`config.mk`:
```
export PLATFORM = sky130hd
export DESIGN_NAME = scls_queue
export DESIGN_NICKNAME = d
export VERILOG_FILES = /design/src/rtl/core/scls_pkg.sv /design/src/rtl/core/scls_queue.sv
export SDC_FILE = /design/constraint.sdc
export NUM_CORES = 1
export LEC_CHECK = 0
export BUFFER_PORTS_ARGS = -buffer_cell sky130_fd_sc_hd__buf_4
export CAP_MARGIN = 0
export CORE_AREA = 2 2 150 152
export DETAILED_ROUTE_END_ITERATION = 8
export DIE_AREA = 0 0 152 154
export HOLD_SLACK_MARGIN = 0.08
export PLACE_DENSITY = 0.74
export SLEW_MARGIN = 20
export SYNTH_ARGS = -nofsm -noshare
export SYNTH_HDL_FRONTEND = slang
export SYNTH_SLANG_ARGS = --single-unit
```
`constraint.sdc`:
```
create_clock -name clk -period 2.6 [get_ports clk]
set_input_delay 0 -clock clk [delete_from_list [all_inputs] [get_ports clk]]
set_output_delay 0 -clock clk [all_outputs]
set_load 0.1 [all_outputs]
```
`src/rtl/core/scls_pkg.sv`:
```
`default_nettype none

package scls_pkg;

  localparam int BUFFER_DEPTH = 65536;
  localparam int BLOCK_SAMPLES = 128;
  localparam int QUEUE_DEPTH = 4;

  localparam int ADDR_W = $clog2(BUFFER_DEPTH);
  localparam int IDX_W = ADDR_W + 1;
  localparam int OFS_W = (BLOCK_SAMPLES > 1) ? $clog2(BLOCK_SAMPLES) : 1;
  localparam int QPTR_W = $clog2(QUEUE_DEPTH);
  localparam int QCNT_W = QPTR_W + 1;

  localparam int MODE_W = 4;
  localparam int SAMPLE_W = 16;
  localparam int POS_W = 48;
  localparam int CODE_W = 3;
  localparam int LEN_W = 17;

  typedef enum logic [MODE_W-1:0] {
    MODE_SAMPLE = 4'd0,
    MODE_START_CAPTURE = 4'd1,
    MODE_SCHED_CAP_START = 4'd2,
    MODE_CANCEL = 4'd3,
    MODE_END_CAPTURE = 4'd4,
    MODE_SCHED_CAP_END = 4'd5,
    MODE_PLAY = 4'd6,
    MODE_SCHED_ONSET = 4'd7,
    MODE_STOP = 4'd8,
    MODE_SCHED_LENGTH = 4'd9,
    MODE_DISABLE = 4'd10,
    MODE_TOGGLE = 4'd11
  } mode_t;

  typedef enum logic [7:0] {
    ST_IDLE_NONE = 8'b0000_0001,
    ST_IDLE_LOOP = 8'b0000_0010,
    ST_WAIT_CAP_START = 8'b0000_0100,
    ST_CAPTURING = 8'b0000_1000,
    ST_WAIT_CAP_END = 8'b0001_0000,
    ST_PLAYING = 8'b0010_0000,
    ST_WAIT_LENGTH = 8'b0100_0000,
    ST_WAIT_ONSET = 8'b1000_0000
  } state_t;

  localparam logic [CODE_W-1:0] CODE_IDLE_NONE = 3'd0;
  localparam logic [CODE_W-1:0] CODE_IDLE_LOOP = 3'd1;
  localparam logic [CODE_W-1:0] CODE_WAIT_CAP_START = 3'd2;
  localparam logic [CODE_W-1:0] CODE_CAPTURING = 3'd3;
  localparam logic [CODE_W-1:0] CODE_WAIT_CAP_END = 3'd4;
  localparam logic [CODE_W-1:0] CODE_PLAYING = 3'd5;
  localparam logic [CODE_W-1:0] CODE_WAIT_LENGTH = 3'd6;
  localparam logic [CODE_W-1:0] CODE_WAIT_ONSET = 3'd7;

  typedef struct packed {
    logic write_en;
    logic read_en;
    logic read_hit;
    logic [ADDR_W-1:0] addr;
    logic signed [SAMPLE_W-1:0] left;
    logic signed [SAMPLE_W-1:0] right;
    logic [CODE_W-1:0] state_code;
    logic enabled;
    logic [LEN_W-1:0] loop_length;
  } op_t;

  function automatic logic due(input logic [POS_W-1:0] target, input logic [POS_W-1:0] now);
    return (target != '0) && (now >= target);
  endfunction

  function automatic logic [CODE_W-1:0] state_code(input state_t st);
    logic [CODE_W-1:0] code;
    unique case (st)
      ST_IDLE_NONE: code = CODE_IDLE_NONE;
      ST_IDLE_LOOP: code = CODE_IDLE_LOOP;
      ST_WAIT_CAP_START: code = CODE_WAIT_CAP_START;
      ST_CAPTURING: code = CODE_CAPTURING;
      ST_WAIT_CAP_END: code = CODE_WAIT_CAP_END;
      ST_PLAYING: code = CODE_PLAYING;
      ST_WAIT_LENGTH: code = CODE_WAIT_LENGTH;
      ST_WAIT_ONSET: code = CODE_WAIT_ONSET;
      default: code = CODE_IDLE_NONE;
    endcase
    return code;
  endfunction

endpackage

`default_nettype wire

```
`src/rtl/core/scls_queue.sv`:
```
`default_nettype none

module scls_queue (
  input wire logic clk,
  input wire logic rst,
  input wire logic push,
  input wire scls_pkg::op_t push_op,
  input wire logic pop,
  output scls_pkg::op_t head,
  output logic full,
  output logic empty
);

  scls_pkg::op_t entries [scls_pkg::QUEUE_DEPTH];
  logic [scls_pkg::QPTR_W-1:0] wr_ptr;
  logic [scls_pkg::QPTR_W-1:0] rd_ptr;
  logic [scls_pkg::QCNT_W-1:0] count;

  assign full = (count == scls_pkg::QCNT_W'(scls_pkg::QUEUE_DEPTH));
  assign empty = (count == '0);
  assign head = entries[rd_ptr];

  always_ff @(posedge clk) begin
    if (push) begin
      entries[wr_ptr] <= push_op;
    end
  end

  always_ff @(posedge clk) begin
    if (rst) begin
      wr_ptr <= '0;
      rd_ptr <= '0;
      count <= '0;
    end else begin
      if (push) begin
        wr_ptr <= wr_ptr + scls_pkg::QPTR_W'(1);
      end
      if (pop) begin
        rd_ptr <= rd_ptr + scls_pkg::QPTR_W'(1);
      end
      if (push && !pop) begin
        count <= count + scls_pkg::QCNT_W'(1);
      end else if (pop && !push) begin
        count <= count - scls_pkg::QCNT_W'(1);
      end
    end
  end

  assert property (@(posedge clk) disable iff (rst)
    (wr_ptr == rd_ptr) |-> (empty || full))
    else $error("queue pointers meet while the queue is partly filled");

endmodule

`default_nettype wire

```
==> results by group <==
Critical path
  – Critical Path AT: 2.25 ns
  – Worst setup EP type: primary output
  – CP Max Fanout: 19
  – Worst EP required: 2.60 ns
  – WS Path Type: reg -> out
  – Startpoint types: flop

GRT
  – First-pass GRT wire length: 31400 um
  – Largest net degree at the start of global routing: 36
  – Initial antenna violation count: 0
  – Vias in the first global route: 5588
  – Gr usage total: 17.2%
  – Global route overflow: 0

Synthesis
  – Yosys top cell area share: 79.4%
  – Synth area leaders: edfxtp_1, mux4_2, dfxtp_1
  – Syn_area_per_cell: 25.9 um2
  – Post-synthesis adder-cell area fraction: 0.758%
  – Compound-Gate Fraction of Synth Area: 0.0919%
  – Post-synth top area cell: edfxtp_1
  – Simple-gate share of the synthesized area: 0.677%
  – Number of synthesized register bits: 297
  – Most used flip-flop cell after synthesis: edfxtp_1
  – Syn nets: 502
  – Largest family of logic cells by synthesized area: multiplexers
  – Cell area after synthesis: 0.0109 mm2
  – Synth async-reset ratio: 0%
  – Multiplexer area fraction after synthesis: 15.1%
  – Sequential area share after synthesis: 81.0%
  – Cell variety after synth: 22
  – Post-Synthesis Cells: 420
  – Post-Synth XOR/XNOR Area: 0.402%
  – YS warnings: 0
  – Post-synth EDFFs: 288

CTS
  – Hold_buf cts: 76
  – Post_cts resized: 0
  – Root buf cell: clkbuf_16
  – CTS tree: done
  – Clk slew on worst S/H paths: 0.06 ns
  – CTS buffer count: 29
  – Post-CTS Setup Repair Bufs: 0
  – Clock buffer depth: 3
  – Clk sinks: 297
  – Worst-Skew Late Latency: 0.54 ns
  – H-tree depth: 1

STA
  – Worst slew pin tran: 0.566 ns
  – Final hold violation count: 0
  – Max-slew headroom: 62.2%
  – Hold WS: 0.196 ns
  – Fin crit share: 86.7%
  – Setup ws final: 0.346 ns
  – Pins over their slew limit: 0
  – RSZ-0062 raised after global routing: false
  – Maximum clock rate: 0.444 GHz
  – Final min period: 2.25 ns
  – Final setup viols: 0
  – Worst Skew: 0.0244 ns
  – TNS Setup: 0 ns

Pwr
  – LEAKAGE: 4.80 nW
  – Pwr/cell area: 843 mW/mm2
  – VDD IR-drop max: 0.670 mV
  – Final Total Pwr: 11.8 mW

Status
  – Status: finished clean

Detailed routing
  – Vias per cell: 5.29
  – DR vias: 5155
  – Final wirelength: 20100 um
  – WL/cell: 20.6 um
  – Residual DRC count: 0
  – Antenna viol nets, final: 0
  – 1st-pass router iterations: 4
  – DRT iter0 DRCs: 303

Finish
  – Most common cell after layout, fill and taps aside: edfxtp_1
  – Final cell utilization of the core: 64.6%
  – Ant. Diodes: 0
  – Synth-to-Final Area Change: 28.5%
  – Share of cells above drive strength 1: 39.9%
  – Most frequent cells in the layout: edfxtp_1, buf_4, dlygate4sd3_1, mux4_2, clkbuf_16
  – Final net count: 755

Floorplanning
  – Die area: 0.0234 mm2
  – Std cell rows: 54
  – Core Region: 0.0217 mm2
  – DIE HEIGHT: 154 um
  – Starting Density: 50.2%
  – # IOs: 150
  – Die W: 152 um

Place
  – RePlAce Congestion: 0.708
  – Buffers added on ports: 149
  – HPWL after DPL: 12100 um
  – Worst slack, placed: 0.830 ns

Run
  – Max cap viols: 0

Min path
  – Worst hold path type: in -> reg
[critical path, stage by stage, from the launching register on]
cell and delay, ns:
dfxtp_4 0.62, buf_4 0.29, mux4_2 0.53, buf_4 0.25
[cell families after synthesis]
kind of cell    after synthesis
simple gates                 15
fa+ha+maj                     6
flops                       297
xor+xnor                      5
buf+inv                      21
compound gates                2
mux                          74
[layer usage]
metal,track usage [%],share of wire [%],up-vias,wire length (um)
met5,0,0,-,0
li1,-,-,2292,-
met3,3.35,5.4,29,1080
met2,30.1,52,156,10500
met1,22.8,41,2678,8160
met4,3.74,1.7,0,333
[flip-flops by register name, indices dropped and copies added, names as in the netlist, named ones only]
register / count
entries: 288
count: 3
rd_ptr: 2
wr_ptr: 2
[power by group]
group | internal, mW | total [mW] | leakage (nW) | switching [mW]
clock | 2.11 | 3.73 | 0.418 | 1.63
sequential | 5.50 | 5.59 | 2.72 | 0.0955
combinational | 0.696 | 2.47 | 1.67 | 1.78
[Yosys cell counts, types with 2 or more instances]
| master | count |
|---|---|
| edfxtp_1 | 288 |
| clkbuf_1 | 2 |
| buf_12 | 7 |
| buf_2 | 7 |
| dfxtp_1 | 9 |
| mux4_2 | 70 |
| inv_1 | 4 |
| xor2_1 | 3 |
| xnor2_1 | 2 |
| nor2_1 | 7 |
| ha_1 | 5 |
| and2_1 | 4 |
| mux4_1 | 2 |
| mux2i_1 | 2 |
[cell type report]
cell class | count | area (um2)
tap | 280 | 350
multi-input combinational | 102 | 1870
clock inverter | 11 | 57.6
fill | 1420 | 7680
timing repair buffer | 239 | 2080
clock buffer | 41 | 791
inverter | 4 | 15.0
sequential | 297 | 8840
[final timing paths]
kind | from | end | slack (ns) | cells after the start
max | flop | head[7] | 0.35 | 3
min | push_op[44] | entries[1][44] | 0.20 | 2
max reg2reg | wr_ptr[0] | entries[2][0] | 0.84 | 4
min reg2reg | count[2] | count[2] | 0.50 | 2
[stage by stage]
| stage | instance area [um2] | instances |
|---|---|---|
| 3_3_place_gp | 12400 | 846 |
| 2_1_floorplan | 10900 | 420 |
| 3_5_place_dp | 12400 | 846 |
| 4_1_cts | 14000 | 974 |
| 6_report | 14000 | 974 |
| 5_1_grt | 14000 | 974 |
No activity file was read; power rests on OpenSTA's default activity.
