$ cat src/rtl/core/scls_pkg.sv
`default_nettype none

package scls_pkg;

  localparam int BUFFER_DEPTH = 65536;
  localparam int BLOCK_SAMPLES = 128;
  localparam int QUEUE_DEPTH = 4;

  localparam int ADDR_W = $clog2(BUFFER_DEPTH);
  localparam int IDX_W = ADDR_W + 1;
  localparam int OFS_W = (BLOCK_SAMPLES > 1) ? $clog2(BLOCK_SAMPLES) : 1;
  localparam int QPTR_W = $clog2(QUEUE_DEPTH);
  localparam int QCNT_W = QPTR_W + 1;

  localparam int MODE_W = 4;
  localparam int SAMPLE_W = 16;
  localparam int POS_W = 48;
  localparam int CODE_W = 3;
  localparam int LEN_W = 17;

  typedef enum logic [MODE_W-1:0] {
    MODE_SAMPLE = 4'd0,
    MODE_START_CAPTURE = 4'd1,
    MODE_SCHED_CAP_START = 4'd2,
    MODE_CANCEL = 4'd3,
    MODE_END_CAPTURE = 4'd4,
    MODE_SCHED_CAP_END = 4'd5,
    MODE_PLAY = 4'd6,
    MODE_SCHED_ONSET = 4'd7,
    MODE_STOP = 4'd8,
    MODE_SCHED_LENGTH = 4'd9,
    MODE_DISABLE = 4'd10,
    MODE_TOGGLE = 4'd11
  } mode_t;

  typedef enum logic [7:0] {
    ST_IDLE_NONE = 8'b0000_0001,
    ST_IDLE_LOOP = 8'b0000_0010,
    ST_WAIT_CAP_START = 8'b0000_0100,
    ST_CAPTURING = 8'b0000_1000,
    ST_WAIT_CAP_END = 8'b0001_0000,
    ST_PLAYING = 8'b0010_0000,
    ST_WAIT_LENGTH = 8'b0100_0000,
    ST_WAIT_ONSET = 8'b1000_0000
  } state_t;

  localparam logic [CODE_W-1:0] CODE_IDLE_NONE = 3'd0;
  localparam logic [CODE_W-1:0] CODE_IDLE_LOOP = 3'd1;
  localparam logic [CODE_W-1:0] CODE_WAIT_CAP_START = 3'd2;
  localparam logic [CODE_W-1:0] CODE_CAPTURING = 3'd3;
  localparam logic [CODE_W-1:0] CODE_WAIT_CAP_END = 3'd4;
  localparam logic [CODE_W-1:0] CODE_PLAYING = 3'd5;
  localparam logic [CODE_W-1:0] CODE_WAIT_LENGTH = 3'd6;
  localparam logic [CODE_W-1:0] CODE_WAIT_ONSET = 3'd7;

  typedef struct packed {
    logic write_en;
    logic read_en;
    logic read_hit;
    logic [ADDR_W-1:0] addr;
    logic signed [SAMPLE_W-1:0] left;
    logic signed [SAMPLE_W-1:0] right;
    logic [CODE_W-1:0] state_code;
    logic enabled;
    logic [LEN_W-1:0] loop_length;
  } op_t;

  function automatic logic due(input logic [POS_W-1:0] target, input logic [POS_W-1:0] now);
    return (target != '0) && (now >= target);
  endfunction

  function automatic logic [CODE_W-1:0] state_code(input state_t st);
    logic [CODE_W-1:0] code;
    unique case (st)
      ST_IDLE_NONE: code = CODE_IDLE_NONE;
      ST_IDLE_LOOP: code = CODE_IDLE_LOOP;
      ST_WAIT_CAP_START: code = CODE_WAIT_CAP_START;
      ST_CAPTURING: code = CODE_CAPTURING;
      ST_WAIT_CAP_END: code = CODE_WAIT_CAP_END;
      ST_PLAYING: code = CODE_PLAYING;
      ST_WAIT_LENGTH: code = CODE_WAIT_LENGTH;
      ST_WAIT_ONSET: code = CODE_WAIT_ONSET;
      default: code = CODE_IDLE_NONE;
    endcase
    return code;
  endfunction

endpackage

`default_nettype wire

$ cat src/rtl/core/scls_if.sv
`default_nettype none

interface scls_in_if;
  logic valid;
  logic ready;
  logic [scls_pkg::MODE_W-1:0] mode;
  logic signed [scls_pkg::SAMPLE_W-1:0] left_in;
  logic signed [scls_pkg::SAMPLE_W-1:0] right_in;
  logic [scls_pkg::POS_W-1:0] now_position;
  logic [scls_pkg::POS_W-1:0] target_position;
  logic held;

  modport source(
    output valid, mode, left_in, right_in, now_position, target_position, held,
    input ready
  );
  modport sink(
    input valid, mode, left_in, right_in, now_position, target_position, held,
    output ready
  );
endinterface


`default_nettype wire

$ cat src/rtl/core/scls_front.sv
`default_nettype none

module scls_front (
  input wire logic clk,
  input wire logic rst,
  scls_in_if.sink feed,
  input wire logic queue_full,
  output logic push,
  output scls_pkg::op_t push_op
);

  scls_pkg::state_t st, st_next;
  logic [scls_pkg::IDX_W-1:0] write_index, write_index_next;
  logic [scls_pkg::ADDR_W-1:0] read_index, read_index_next;
  logic [scls_pkg::IDX_W-1:0] loop_length, loop_length_next;
  logic [scls_pkg::IDX_W-1:0] high_water, high_water_next;
  logic [scls_pkg::POS_W-1:0] cap_start, cap_start_next;
  logic [scls_pkg::POS_W-1:0] cap_end, cap_end_next;
  logic [scls_pkg::POS_W-1:0] onset, onset_next;
  logic [scls_pkg::POS_W-1:0] length_tgt, length_tgt_next;
  logic held_flag, held_flag_next;
  logic [scls_pkg::OFS_W-1:0] block_offset, block_offset_next;
  logic en_now;

  assign feed.ready = !queue_full;
  assign push = feed.valid && !queue_full;
  assign en_now = (st != scls_pkg::ST_IDLE_NONE) && (st != scls_pkg::ST_IDLE_LOOP);

  always_comb begin
    st_next = st;
    write_index_next = write_index;
    read_index_next = read_index;
    loop_length_next = loop_length;
    high_water_next = high_water;
    cap_start_next = cap_start;
    cap_end_next = cap_end;
    onset_next = onset;
    length_tgt_next = length_tgt;
    held_flag_next = held_flag;
    block_offset_next = block_offset;
    push_op = '0;

    unique case (scls_pkg::mode_t'(feed.mode))
      scls_pkg::MODE_SAMPLE: begin
        if (block_offset == '0) begin
          if (scls_pkg::due(cap_start, feed.now_position)) begin
            write_index_next = '0;
            loop_length_next = '0;
            st_next = scls_pkg::ST_CAPTURING;
            cap_start_next = '0;
          end
          if (scls_pkg::due(cap_end, feed.now_position)) begin
            if (write_index_next != '0) begin
              loop_length_next = write_index_next;
              if (held_flag) begin
                read_index_next = '0;
                st_next = scls_pkg::ST_PLAYING;
              end else begin
                st_next = scls_pkg::ST_IDLE_LOOP;
              end
            end else begin
              st_next = scls_pkg::ST_IDLE_NONE;
            end
            cap_end_next = '0;
          end
          if (scls_pkg::due(onset, feed.now_position)) begin
            read_index_next = '0;
            st_next = scls_pkg::ST_PLAYING;
            onset_next = '0;
          end
          if (scls_pkg::due(length_tgt, feed.now_position)) begin
            st_next = scls_pkg::ST_IDLE_LOOP;
            length_tgt_next = '0;
          end
        end
        if (st_next == scls_pkg::ST_CAPTURING || st_next == scls_pkg::ST_WAIT_CAP_END) begin
          if (write_index_next < scls_pkg::IDX_W'(scls_pkg::BUFFER_DEPTH)) begin
            push_op.write_en = 1'b1;
            push_op.addr = write_index_next[scls_pkg::ADDR_W-1:0];
            if (write_index_next == high_water) begin
              high_water_next = high_water + scls_pkg::IDX_W'(1);
            end
            write_index_next = write_index_next + scls_pkg::IDX_W'(1);
          end
          if (block_offset == scls_pkg::OFS_W'(scls_pkg::BLOCK_SAMPLES - 1) &&
              write_index_next >= scls_pkg::IDX_W'(scls_pkg::BUFFER_DEPTH)) begin
            loop_length_next = write_index_next;
            if (held_flag) begin
              read_index_next = '0;
              st_next = scls_pkg::ST_PLAYING;
            end else begin
              st_next = scls_pkg::ST_IDLE_LOOP;
            end
            cap_end_next = '0;
          end
          push_op.left = feed.left_in;
          push_op.right = feed.right_in;
        end else if (st_next == scls_pkg::ST_PLAYING || st_next == scls_pkg::ST_WAIT_LENGTH) begin
          push_op.read_en = 1'b1;
          push_op.addr = read_index_next;
          push_op.read_hit = scls_pkg::IDX_W'(read_index_next) < high_water;
          if (scls_pkg::IDX_W'(read_index_next) + scls_pkg::IDX_W'(1) >= loop_length_next) begin
            read_index_next = '0;
          end else begin
            read_index_next = read_index_next + scls_pkg::ADDR_W'(1);
          end
        end else begin
          push_op.left = feed.left_in;
          push_op.right = feed.right_in;
        end
        if (block_offset == scls_pkg::OFS_W'(scls_pkg::BLOCK_SAMPLES - 1)) begin
          block_offset_next = '0;
        end else begin
          block_offset_next = block_offset + scls_pkg::OFS_W'(1);
        end
      end
      scls_pkg::MODE_START_CAPTURE: begin
        write_index_next = '0;
        loop_length_next = '0;
        st_next = scls_pkg::ST_CAPTURING;
      end
      scls_pkg::MODE_SCHED_CAP_START: begin
        cap_start_next = feed.target_position;
        st_next = scls_pkg::ST_WAIT_CAP_START;
      end
      scls_pkg::MODE_CANCEL: begin
        cap_start_next = '0;
        st_next = scls_pkg::ST_IDLE_NONE;
      end
      scls_pkg::MODE_END_CAPTURE: begin
        if (write_index != '0) begin
          loop_length_next = write_index;
          if (feed.held) begin
            read_index_next = '0;
            st_next = scls_pkg::ST_PLAYING;
          end else begin
            st_next = scls_pkg::ST_IDLE_LOOP;
          end
        end else begin
          st_next = scls_pkg::ST_IDLE_NONE;
        end
      end
      scls_pkg::MODE_SCHED_CAP_END: begin
        cap_end_next = feed.target_position;
        held_flag_next = feed.held;
        if (st == scls_pkg::ST_CAPTURING) begin
          st_next = scls_pkg::ST_WAIT_CAP_END;
        end
      end
      scls_pkg::MODE_PLAY: begin
        read_index_next = '0;
        st_next = scls_pkg::ST_PLAYING;
      end
      scls_pkg::MODE_SCHED_ONSET: begin
        onset_next = feed.target_position;
        st_next = scls_pkg::ST_WAIT_ONSET;
      end
      scls_pkg::MODE_STOP: begin
        st_next = scls_pkg::ST_IDLE_LOOP;
      end
      scls_pkg::MODE_SCHED_LENGTH: begin
        length_tgt_next = feed.target_position;
        if (st == scls_pkg::ST_PLAYING) begin
          st_next = scls_pkg::ST_WAIT_LENGTH;
        end
      end
      scls_pkg::MODE_DISABLE: begin
        st_next = scls_pkg::ST_IDLE_NONE;
        loop_length_next = '0;
        write_index_next = '0;
        read_index_next = '0;
      end
      scls_pkg::MODE_TOGGLE: begin
        if (en_now) begin
          st_next = scls_pkg::ST_IDLE_NONE;
          loop_length_next = '0;
          write_index_next = '0;
          read_index_next = '0;
        end else begin
          read_index_next = '0;
          st_next = scls_pkg::ST_PLAYING;
        end
      end
      default: begin
      end
    endcase

    push_op.state_code = scls_pkg::state_code(st_next);
    push_op.enabled = (st_next != scls_pkg::ST_IDLE_NONE) &&
                      (st_next != scls_pkg::ST_IDLE_LOOP);
    push_op.loop_length = scls_pkg::LEN_W'(loop_length_next);
  end

  always_ff @(posedge clk) begin
    if (rst) begin
      st <= scls_pkg::ST_IDLE_NONE;
      write_index <= '0;
      read_index <= '0;
      loop_length <= '0;
      high_water <= '0;
      cap_start <= '0;
      cap_end <= '0;
      onset <= '0;
      length_tgt <= '0;
      held_flag <= 1'b0;
      block_offset <= '0;
    end else if (push) begin
      st <= st_next;
      write_index <= write_index_next;
      read_index <= read_index_next;
      loop_length <= loop_length_next;
      high_water <= high_water_next;
      cap_start <= cap_start_next;
      cap_end <= cap_end_next;
      onset <= onset_next;
      length_tgt <= length_tgt_next;
      held_flag <= held_flag_next;
      block_offset <= block_offset_next;
    end
  end

  assert property (@(posedge clk) disable iff (rst) write_index <= high_water)
    else $error("capture position runs past the written part of the store");

  assert property (@(posedge clk) disable iff (rst)
    (st == scls_pkg::ST_PLAYING || st == scls_pkg::ST_WAIT_LENGTH) |->
    (read_index == '0 || scls_pkg::IDX_W'(read_index) < loop_length))
    else $error("playback position lies outside the loop");

  assert property (@(posedge clk) disable iff (rst)
    push |-> !(push_op.write_en && push_op.read_en))
    else $error("one word asks for both a store write and a store read");

endmodule

`default_nettype wire

$ cat src/flat_wrapper.sv
// flat-port wrapper written by rule: the top's interface ports become plain ports
module scls_front_flat 
  (clk, rst, queue_full, push, push_op, feed_valid, feed_mode, feed_left_in, feed_right_in, feed_now_position, feed_target_position, feed_held, feed_ready);
  scls_in_if feed_i ();
  input wire logic clk;
  input wire logic rst;
  input wire logic queue_full;
  output logic push;
  output scls_pkg::op_t push_op;
  input wire logic [$bits(feed_i.valid)-1:0] feed_valid;
  input wire logic [$bits(feed_i.mode)-1:0] feed_mode;
  input wire logic [$bits(feed_i.left_in)-1:0] feed_left_in;
  input wire logic [$bits(feed_i.right_in)-1:0] feed_right_in;
  input wire logic [$bits(feed_i.now_position)-1:0] feed_now_position;
  input wire logic [$bits(feed_i.target_position)-1:0] feed_target_position;
  input wire logic [$bits(feed_i.held)-1:0] feed_held;
  output wire logic [$bits(feed_i.ready)-1:0] feed_ready;
  assign feed_i.valid = feed_valid;
  assign feed_i.mode = feed_mode;
  assign feed_i.left_in = feed_left_in;
  assign feed_i.right_in = feed_right_in;
  assign feed_i.now_position = feed_now_position;
  assign feed_i.target_position = feed_target_position;
  assign feed_i.held = feed_held;
  assign feed_ready = feed_i.ready;
  scls_front u_core (.clk(clk), .rst(rst), .feed(feed_i), .queue_full(queue_full), .push(push), .push_op(push_op));
endmodule
$ cat config.mk
export PLATFORM = sky130hd
export DESIGN_NAME = scls_front_flat
export DESIGN_NICKNAME = d
export VERILOG_FILES = /design/src/rtl/core/scls_pkg.sv /design/src/rtl/core/scls_if.sv /design/src/rtl/core/scls_front.sv /design/src/flat_wrapper.sv
export SDC_FILE = /design/constraint.sdc
export NUM_CORES = 1
export LEC_CHECK = 0
export BUFFER_PORTS_ARGS = -buffer_cell sky130_fd_sc_hd__buf_4
export CAP_MARGIN = 40
export CORE_MARGIN = 2
export CORE_UTILIZATION = 56
export CTS_BUF_LIST = sky130_fd_sc_hd__clkbuf_4
export CTS_CLUSTER_DIAMETER = 120
export DETAILED_ROUTE_END_ITERATION = 12
export PLACE_DENSITY = 0.8
export REMOVE_ABC_BUFFERS = 1
export SLEW_MARGIN = 20
export SYNTH_ARGS = -nofsm -noshare
export SYNTH_HDL_FRONTEND = slang
export SYNTH_SLANG_ARGS = --single-unit
$ cat constraint.sdc
create_clock -name clk -period 5.7 [get_ports clk]
set_input_delay 0.57 -clock clk [delete_from_list [all_inputs] [get_ports clk]]
set_output_delay 0.57 -clock clk [all_outputs]
set_load 0.02 [all_outputs]
==> impl_metrics.env <==
export IMPL_hp_class="input pin to flip-flop"
export IMPL_syn2layout_area_growth_pct=32.37
export IMPL_finalMaxSlewViolations=0
export IMPL_crit_path_start_kind="flip-flop"
export IMPL_powerDensity_nw_per_um2=189.9
export IMPL_setup_slack_ns=-0.5627
export IMPL_switchingPower_w=0.001473
export IMPL_htree_num_levels=3
export IMPL_synth_common_cells="311 x nor2_1, 275 x dfxtp_1, 239 x inv_1"
export IMPL_clkPwrFrac_pct=39.6
export IMPL_crit_required_ns=5.13
export IMPL_ys_top_cells_by_area="dfxtp_1 29%, ha_1 15%, a22oi_1 7.5%"
export IMPL_p_sw_share_pct=30.48
export IMPL_ys_seq_area_share_pct=28.64
export IMPL_cts_buffers=80
export IMPL_drtIter0Drc=2815
export IMPL_dieArea_um2=35820
export IMPL_worst_pin_slew_ns=0.8100
export IMPL_peakVddDrop_uv=204.6
export IMPL_setup_violations=22
export IMPL_grt_max_degree=138
export IMPL_routed_wirelength_um=75030
export IMPL_grt_pass1_wl_um=112900
export IMPL_drc=0
export IMPL_clkTransAtPathRegs_ns=0.06
export IMPL_crit_type="flip-flop to primary output"
export IMPL_cts_tree="done"
export IMPL_endpoint_kind="primary output"
export IMPL_wire_per_inst_um=21.42
export IMPL_syn_inst=2533
export IMPL_initial_core_util_pct=57.04
export IMPL_layout_min_cycle_time_ns=6.263
export IMPL_nNetsFinal=3362
export IMPL_synth_top_area_share_pct=28.64
export IMPL_cts_root_buf="clkbuf_4"
export IMPL_synth_cell_area_um2=19220
export IMPL_synth_edf_count=0
export IMPL_pwr_share_comb_pct=19.8
export IMPL_track_usage_pct=39.73
export IMPL_internal_power_w=0.003359
export IMPL_rsz0062_at_grt="yes"
export IMPL_nFillCells=2587
export IMPL_num_vias=22188
export IMPL_grt_antenna_before_repair=4
export IMPL_cp_max_fo=3
export IMPL_grt_pass1_vias=20855
export IMPL_p_leak_nw=10.24
export IMPL_slew_headroom_pct=45.80
export IMPL_outcome="finished with violations"
export IMPL_clock_sinks=275
export IMPL_max_freq_ghz=0.1597
export IMPL_io_buffers=210
export IMPL_finalCritPeriodShare_pct=109.9
export IMPL_ys_types=83
export IMPL_dp_hpwl_um=52020
export IMPL_ios=211
export IMPL_core_um2=33700
export IMPL_holdBufCountCts=0
export IMPL_ys_warn_count=0
export IMPL_gp_congestion=0.9576
export IMPL_hold_violations=0
export IMPL_die_h_um=189.3
export IMPL_globalRouteOverflowTotal=0
export IMPL_fin_worst_skew_ns=0.04631
export IMPL_synthArstFlopShare_pct=0
export IMPL_pwr_share_seq_pct=40.5
export IMPL_die_x_um=189.3
export IMPL_cts_buffer_depth=3
export IMPL_synthFlopType="dfxtp_1"
export IMPL_hold_slack_ns=0.07616
export IMPL_violations="negative setup slack"
export IMPL_ant_nets=0
export IMPL_yosys_cell_count_top_type="nor2_1"
export IMPL_yosysTopAreaCell="dfxtp_1"
export IMPL_clock_latency_ns=0.79
export IMPL_row_count=67
export IMPL_drt_pass1_iter_count=7
export IMPL_arrival_ns=5.69
export IMPL_timing_setup_tns_ns=-5.028
export IMPL_viasPerCell=6.336
export IMPL_syn_area_per_cell_um2=7.588
export IMPL_ys_ff_latch=275
export IMPL_drv_cap=0
export IMPL_drive_gt1_share_pct=28.13
-- layout make-up --
cell class	count	area [µm²]	share of cell area, %
multi-input combinational	1875	13260	52.11
antenna	4	10.01	0.03934
inverter	239	904.6	3.555
timing repair buffer	524	4156	16.34
sequential	275	5559	21.85
clock buffer	114	855.8	3.364
tap	448	560.5	2.203
clock inverter	23	138.9	0.5459
-- power by group through the flow --
| stage | Sequential (W) | Combinational (W) | Clock (W) |
|---|---|---|---|
| after floorplan | 0.00200 | 0.000386 | 0 |
| after global placement | 0.00200 | 0.000788 | 0 |
| after detailed placement | 0.00200 | 0.000808 | 0 |
| after CTS | 0.00196 | 0.000854 | 0.00192 |
| after global routing | 0.00196 | 0.00102 | 0.00203 |
| final | 0.00196 | 0.000958 | 0.00191 |
-- worst max-delay path, cell delays in order (launching register included) --
cell       delay, ns
dfxtp_4         0.37
nor4_4          0.29
buf_4           0.17
nand4_1         0.22
nor3_4          0.28
buf_6           0.13
a211oi_2        0.03
o211ai_1        0.20
buf_4           0.19
a21oi_4         0.05
nor2b_2         0.16
ha_2            0.20
nand4_1         0.09
or2_4           0.28
nor4_4          0.20
o2111ai_2       0.19
nor3b_2         0.28
nand4_2         0.21
a21boi_4        0.20
or4b_4          0.49
or4b_4          0.50
nand3_2         0.08
buf_6           0.11
-- placed cells by master, fill, tap and decap left out, types with 37 or more instances in the layout --
cell      count
and2_1       37
nand2_1     214
nand4_1      55
xnor2_1      37
a22oi_1     191
nand3_1     100
nor4_1       54
o21ai_0      75
a21oi_1     147
dfxtp_1     238
nor2_1      303
clkbuf_4    114
buf_4       482
inv_1       227
ha_1        209
-- cell families after synthesis --
logic type | share of synthesized area [%]
muxes | 0.8072
and+or+nand+nor | 22.82
buffers and inverters | 7.532
adders and majority gates | 14.97
DFF | 28.64
xor gates and xnor gates | 2.415
AOI/OAI and AO/OA | 22.82
-- flip-flops by register name (all words and copies together) (netlist names) --
name                 cells
u_core.held_flag         1
u_core.high_water       17
u_core.write_index      17
u_core.st                8
u_core.cap_end          48
u_core.read_index       16
u_core.loop_length      17
u_core.length_tgt       48
u_core.cap_start        48
u_core.onset            48
u_core.block_offset      7
-- what timing repair did --
item	4_1_cts	5_1_grt
pin swaps	40	64
endpoints found under the hold margin	0	0
gates resized for setup	125	171
gates cloned	0	1
setup buffers	44	34
setup endpoints to repair	73	87
-- metal layers --
metal	wire [µm]	track usage, %
met1	30490	54.52
met2	33090	60.95
met3	8230	8.230
met4	3222	15.92
met5	0	0
-- through the flow --
| step | instance area [µm²] | cells | util (%) | power (W) | worst slack, ns |
|---|---|---|---|---|---|
| 4_1_cts | 24410 | 3461 | 72.43 | 0.004731 | -0.4875 |
| 6_report | 25440 | 3502 | 75.50 | 0.004831 | -0.5627 |
| 3_5_place_dp | 22650 | 3283 | 67.22 | 0.002809 | -0.4613 |
| 2_1_floorplan | 18670 | 2389 | - | 0.002381 | -1.077 |
| 5_1_grt | 25440 | 3501 | 75.49 | 0.005008 | -0.7941 |
| 3_3_place_gp | 22640 | 3282 | 67.19 | 0.002789 | -0.2391 |
-- worst paths after layout --
kind / start / to / slack [ns] / cells past startpoint
max: u_core.cap_start[23] / push_op[18] / -0.56 / 22
min reg2reg: u_core.read_index[13] / u_core.read_index[13] / 0.47 / 2
min: rst / u_core.held_flag / 0.08 / 2
max reg2reg: u_core.cap_end[35] / u_core.read_index[9] / 0.11 / 33
(Power assumes the default switching activity.)
